[src/sv/mrc_pkg.sv]
// Package for the Modbus RTU request checker: payload structs, status codes,
// function codes, frame limits and the byte-wide CRC-16 update.
// No dependencies.
`default_nettype none

package mrc_pkg;

    localparam int          MAX_FRAME     = 256;
    localparam int          HDR_BYTES     = 7;
    localparam int          LEN_W         = 9;
    localparam logic [15:0] CRC_INIT      = 16'hFFFF;
    localparam logic [15:0] CRC_POLY      = 16'hA001;
    localparam logic [7:0]  BCAST_ADDR    = 8'h00;
    localparam logic [7:0]  DEV_ADDR_RST  = 8'h01;
    localparam logic [LEN_W-1:0] MIN_LEN     = LEN_W'(8);
    localparam logic [LEN_W-1:0] MIN_LEN_MW  = LEN_W'(9);
    localparam logic [LEN_W-1:0] MAX_LEN     = LEN_W'(MAX_FRAME);

    // status codes
    localparam logic [2:0] ST_OK       = 3'd0;
    localparam logic [2:0] ST_BAD_CRC  = 3'd1;
    localparam logic [2:0] ST_NOT_ADDR = 3'd2;
    localparam logic [2:0] ST_BAD_FUNC = 3'd3;
    localparam logic [2:0] ST_SHORT    = 3'd4;
    localparam logic [2:0] ST_LONG     = 3'd5;

    // function codes
    localparam logic [7:0] FC_RD_COILS   = 8'd1;
    localparam logic [7:0] FC_RD_DISC    = 8'd2;
    localparam logic [7:0] FC_RD_HOLD    = 8'd3;
    localparam logic [7:0] FC_RD_INPUT   = 8'd4;
    localparam logic [7:0] FC_WR_COIL    = 8'd5;
    localparam logic [7:0] FC_WR_REG     = 8'd6;
    localparam logic [7:0] FC_WR_COILS   = 8'd15;
    localparam logic [7:0] FC_WR_REGS    = 8'd16;

    typedef struct packed {
        logic [7:0] rx_byte;
        logic       last_byte;
    } t_in_item;

    typedef struct packed {
        logic [2:0]       status;
        logic [7:0]       frame_address;
        logic [7:0]       function_code;
        logic [15:0]      start_address;
        logic [15:0]      quantity;
        logic [7:0]       data_byte_count;
        logic [15:0]      single_value;
        logic             broadcast;
        logic [LEN_W-1:0] frame_length;
    } t_out_item;

    // frame state as it stands after the current byte
    typedef struct packed {
        logic [15:0]                crc;
        logic [15:0]                rx_crc;
        logic [HDR_BYTES-1:0][7:0]  hdr;
        logic [LEN_W-1:0]           len;
        logic                       overflow;
    } t_frame_snap;

    function automatic logic [15:0] crc16_byte(input logic [15:0] crc_in,
                                               input logic [7:0]  data);
        logic [15:0] c;
        c = crc_in ^ {8'h00, data};
        for (int k = 0; k < 8; k++) begin
            c = c[0] ? ((c >> 1) ^ CRC_POLY) : (c >> 1);
        end
        return c;
    endfunction

endpackage

`default_nettype wire

[src/sv/mrc_decode.sv]
// Status and header field decode for a completed frame.
// Depends on mrc_pkg.
`default_nettype none

module mrc_decode
    import mrc_pkg::*;
(
    input  t_frame_snap      i_snap,
    input  wire logic [7:0]  i_dev_addr,
    output t_out_item        o_res
);

    logic [7:0]  addr;
    logic [7:0]  fc;
    logic [15:0] w45;
    logic        fc_ok;
    logic        fc_single;
    logic        fc_multi;

    always_comb begin
        addr      = i_snap.hdr[0];
        fc        = i_snap.hdr[1];
        w45       = {i_snap.hdr[4], i_snap.hdr[5]};
        fc_ok     = fc inside {FC_RD_COILS, FC_RD_DISC, FC_RD_HOLD, FC_RD_INPUT,
                               FC_WR_COIL, FC_WR_REG, FC_WR_COILS, FC_WR_REGS};
        fc_single = fc inside {FC_WR_COIL, FC_WR_REG};
        fc_multi  = fc inside {FC_WR_COILS, FC_WR_REGS};

        if (i_snap.overflow) begin
            o_res.status = ST_LONG;
        end else if (i_snap.len < MIN_LEN || (fc_multi && i_snap.len < MIN_LEN_MW)) begin
            o_res.status = ST_SHORT;
        end else if (i_snap.rx_crc != i_snap.crc) begin
            o_res.status = ST_BAD_CRC;
        end else if (addr != i_dev_addr && addr != BCAST_ADDR) begin
            o_res.status = ST_NOT_ADDR;
        end else if (!fc_ok) begin
            o_res.status = ST_BAD_FUNC;
        end else begin
            o_res.status = ST_OK;
        end

        o_res.frame_address   = addr;
        o_res.function_code   = fc;
        o_res.start_address   = {i_snap.hdr[2], i_snap.hdr[3]};
        o_res.quantity        = fc_single ? 16'd1 : w45;
        o_res.data_byte_count = fc_multi ? i_snap.hdr[6] : 8'h00;
        o_res.single_value    = fc_single ? w45 : 16'h0000;
        o_res.broadcast       = (addr == BCAST_ADDR);
        o_res.frame_length    = i_snap.len;
    end

endmodule

`default_nettype wire

[config.mk]
export PLATFORM = sky130hd
export DESIGN_NAME = mrc_decode
export DESIGN_NICKNAME = d
export VERILOG_FILES = /design/src/sv/mrc_pkg.sv /design/src/sv/mrc_decode.sv
export SDC_FILE = /design/constraint.sdc
export NUM_CORES = 1
export LEC_CHECK = 0
export ABC_AREA = 1
export BUFFER_PORTS_ARGS = -buffer_cell sky130_fd_sc_hd__buf_4
export CAP_MARGIN = 20
export CORE_MARGIN = 4
export CORE_UTILIZATION = 25
export DETAILED_ROUTE_END_ITERATION = 12
export PLACE_DENSITY = 0.82
export SETUP_SLACK_MARGIN = 0.4
export SLEW_MARGIN = 20
export SYNTH_ARGS = -nofsm -noshare
export SYNTH_HDL_FRONTEND = slang
export SYNTH_SLANG_ARGS = --single-unit
[constraint.sdc]
create_clock -name vclk -period 1.2
set_clock_uncertainty 0.1 [all_clocks]
set_input_delay 0.18 -clock vclk [all_inputs]
set_output_delay 0.18 -clock vclk [all_outputs]
set_load 0.01 [all_outputs]
# Word level (Yosys, flattened, before mapping)
# Cells that the tools add are included.
[totals]
input_bits = 106
regBits = 0
output_inout_bits = 85
word_cells = 28
[op_classes]
n_reduce_logical = 8
n_lt_le_gt_ge = 2
mux = 8
eq_ne = 10
[ops]
columns = ["cell", "count"]
rows = [
  ["$mux 16", 2],
  ["$eq 8x3->1 const B", 3],
  ["$lt 9x4->1 const B", 2],
  ["$eq 8x2->1 const B", 2],
  ["$ne 16x16->1", 1],
  ["$reduce_bool 8->1", 2],
  ["$eq 8x1->1 const B", 1],
  ["$eq 8x4->1 const B", 1],
  ["$eq 8x5->1 const B", 1],
  ["$logic_not 8->1", 1],
  ["$mux 8", 1],
  ["$ne 8x8->1", 1],
  ["$mux 2", 3],
  ["$mux 3", 2],
  ["$reduce_bool 2->1", 2],
  ["$logic_and 1x1->1", 2],
  ["$logic_or 1x1->1", 1],
]

# Longest topological paths before layout
[depth]
ltp_word = 7
ltp_mapped = 11
mapped_depth_nobuf = 11

# Worst setup path after synthesis
# No wires, ideal clock.
[synth_timing]
kind = "input -> output"
start = "input i_snap[22] (netlist bit)"
end = "output o_res[34] (netlist bit)"
path_buffers = 1
path_stages = 8
setup_slack_ps = -67
t_arrival_ps = 987
path_cell_list = "inv_1 > nand2_1 > nor2_4 > nand3_4 > nor2_8 > inv_4 > buf_8 > nand2_1"
[synth_lines]
columns = ["element", "line_no", "source"]
rows = [
  ["start: declaration", "mrc_decode.sv:8", "input t_frame_snap i_snap,"],
  ["end: declaration", "mrc_decode.sv:10", "output t_out_item o_res"],
]

==> flow_summary.toml <==
[floorplan]
num_rows = 25
start_util_pct = 26.1
core-area_mm2 = 0.00475
die_h_um = 78.5
die_x_um = 78.5
io_pins = 191
die_area_mm2 = 0.00616

[yosys]
yosysSeqAreaShare_pct = 0
synth_cells = 227
ys_warn_count = 0
ys_types = 19
synth.cell_area_mm2 = 0.00124
syn_nets = 333
syn_area_per_cell_um2 = 5.47

[placed_design]
dp_hpwl_mm = 4.11
dpl_cell_area_mm2 = 0.00236
place_congestion = 0.759
io_buffers = 159
placed_cells = 414

[setup_path]
crit_fanout = 4
crit_family = "simple AND/OR/NAND/NOR gates"
crit_path_max_incr_delay_ns = 0.15
critPathBufInv = 3
crit_path_end_kind = "output port"
start_kind = "input port"
crit_slowest_cell = "nor2_8"
critPathRequiredTime_ns = 0.92
arrival_ns = 1.21
critPathKind = "input port to output port"
crit_chain = "buf_12 -> inv_12 -> nand2_4 -> nor2_4 -> nand3_4 -> nor2_8 -> nor2_1 -> nand2_1 -> nand2_1 -> nand2_2 -> nand2_2 -> buf_6"

[cells_and_area]
syn_to_final_growth_pct = 105
regArea_um2 = 0
layout.cells.non_filler = 417
stdcell_area_mm2 = 0.00255
seq_cell_count = 0
drive_gt1_share_pct = 62.3
layout_common_cells = "buf_4 (140), nand2_1 (39), inv_1 (37), nor2_1 (32), buf_6 (22)"
clock_buffers = 0
diodes = 0
nets = 458
final_common_cell = "buf_4"

[status]
failed_checks = "negative setup slack"
status = "finished with violations"

[grt]
antenna_found_initial = 0
grt_pass1_wl_mm = 7.13
grt_pass1_vias = 1657
globalRouteTotalUtil_pct = 13.7
grt-ovfl-total = 0
grt_max_degree = 18

[detailed_routing]
dr.pass1.iters = 4
via_count = 1689
met1Wirelength_mm = 1.44
totalWireLength_mm = 4.71
avgViaCountPerCell = 4.05
drtAntennaViolNets = 0
avgRoutedWirePerCell_um = 11.3
highest_layer = "met4"
dr.first_iter.drc_count = 29
wl_met3_um = 627
met2_length_mm = 2.61
route.detailed.drc = 0

[timing]
fin_crit_sh_pct = 124
slew_violations = 0
hold_viol = 0
tightest_slew_ns = 0.263
rsz0062_at_grt = "yes"
relSlewSlack_pct = 82.3
fmax_mhz = 670
fin_crit_ns = 1.49
fin_ws_ns = -0.293
holdWs_ns = 0.260
setup_viol = 44

[clock_network]
ctsHoldBuffers = 0

[hold_path]
hold_class = "input port to output port"

[job]
maxCapViolCount = 0

[power]
p_leak_nw = 1.42
p_per_area_mw_per_mm2 = 273
ir_worst_vdd_mv = 0.163
[power breakdown]
group	leakage, nW	switching [W]	internal [W]
Clock	0	0	0
Sequential	0	0	0
Combinational	1.42	0.000289	0.000406
Total	1.42	0.000289	0.000406
[kinds of logic after synthesis]
| kind of cell | Yosys count | synth area share (%) |
|---|---|---|
| and+or+nand+nor | 119 | 46.4 |
| AOI/OAI and AO/OA | 1 | 0.402 |
| xor gates and xnor gates | 18 | 12.7 |
| buffers and inverters | 89 | 40.5 |
[Yosys cell counts, drive strengths merged]
master / n / area [um^2]
nand2: 50 / 193
o21ai: 1 / 5.00
nand3: 6 / 42.5
or2: 2 / 12.5
buf: 43 / 328
nor3: 3 / 15.0
inv: 46 / 175
nor4: 1 / 6.26
xnor2: 18 / 158
nor2: 56 / 302
nand4: 1 / 6.26
[cell type report]
cell class	instances	area [um^2]
timing repair buffer	166	1370
tap	67	83.8
multi-input combinational	138	883
fill	469	2210
inverter	46	213
[repair_timing]
action	4_1_cts	5_1_grt
resized for setup	37	13
buffers inserted	1	2
pin swaps	13	14
setup endpoints to repair	44	44
[path summary, 6_finish.rpt]
check  startpoint   endpoint  slack [ns]  cells after the start
max    i_snap[25]  o_res[82]       -0.29                     12
min    i_snap[26]  o_res[58]        0.26                      0
[metrics by stage]
step | total power [W] | setup TNS [ns] | util, % | setup WS (ns)
after floorplan | 0.000359 | -0.156 | - | -0.0198
after global placement | 0.000651 | -10.39 | 49.6 | -0.352
after detailed placement | 0.000663 | -11.09 | 49.6 | -0.379
after CTS | 0.000688 | -9.68 | 52.3 | -0.300
after global routing | 0.000757 | -12.75 | 53.6 | -0.372
final | 0.000695 | -9.25 | 53.6 | -0.293
[routing by layer]
layer | vias up | track usage [%]
li1 | 855 | -
met1 | 708 | 13.3
met2 | 120 | 29.2
met3 | 6 | 3.90
met4 | 0 | 0.350
met5 | - | 0
No activity file was read; power rests on OpenSTA's default activity.
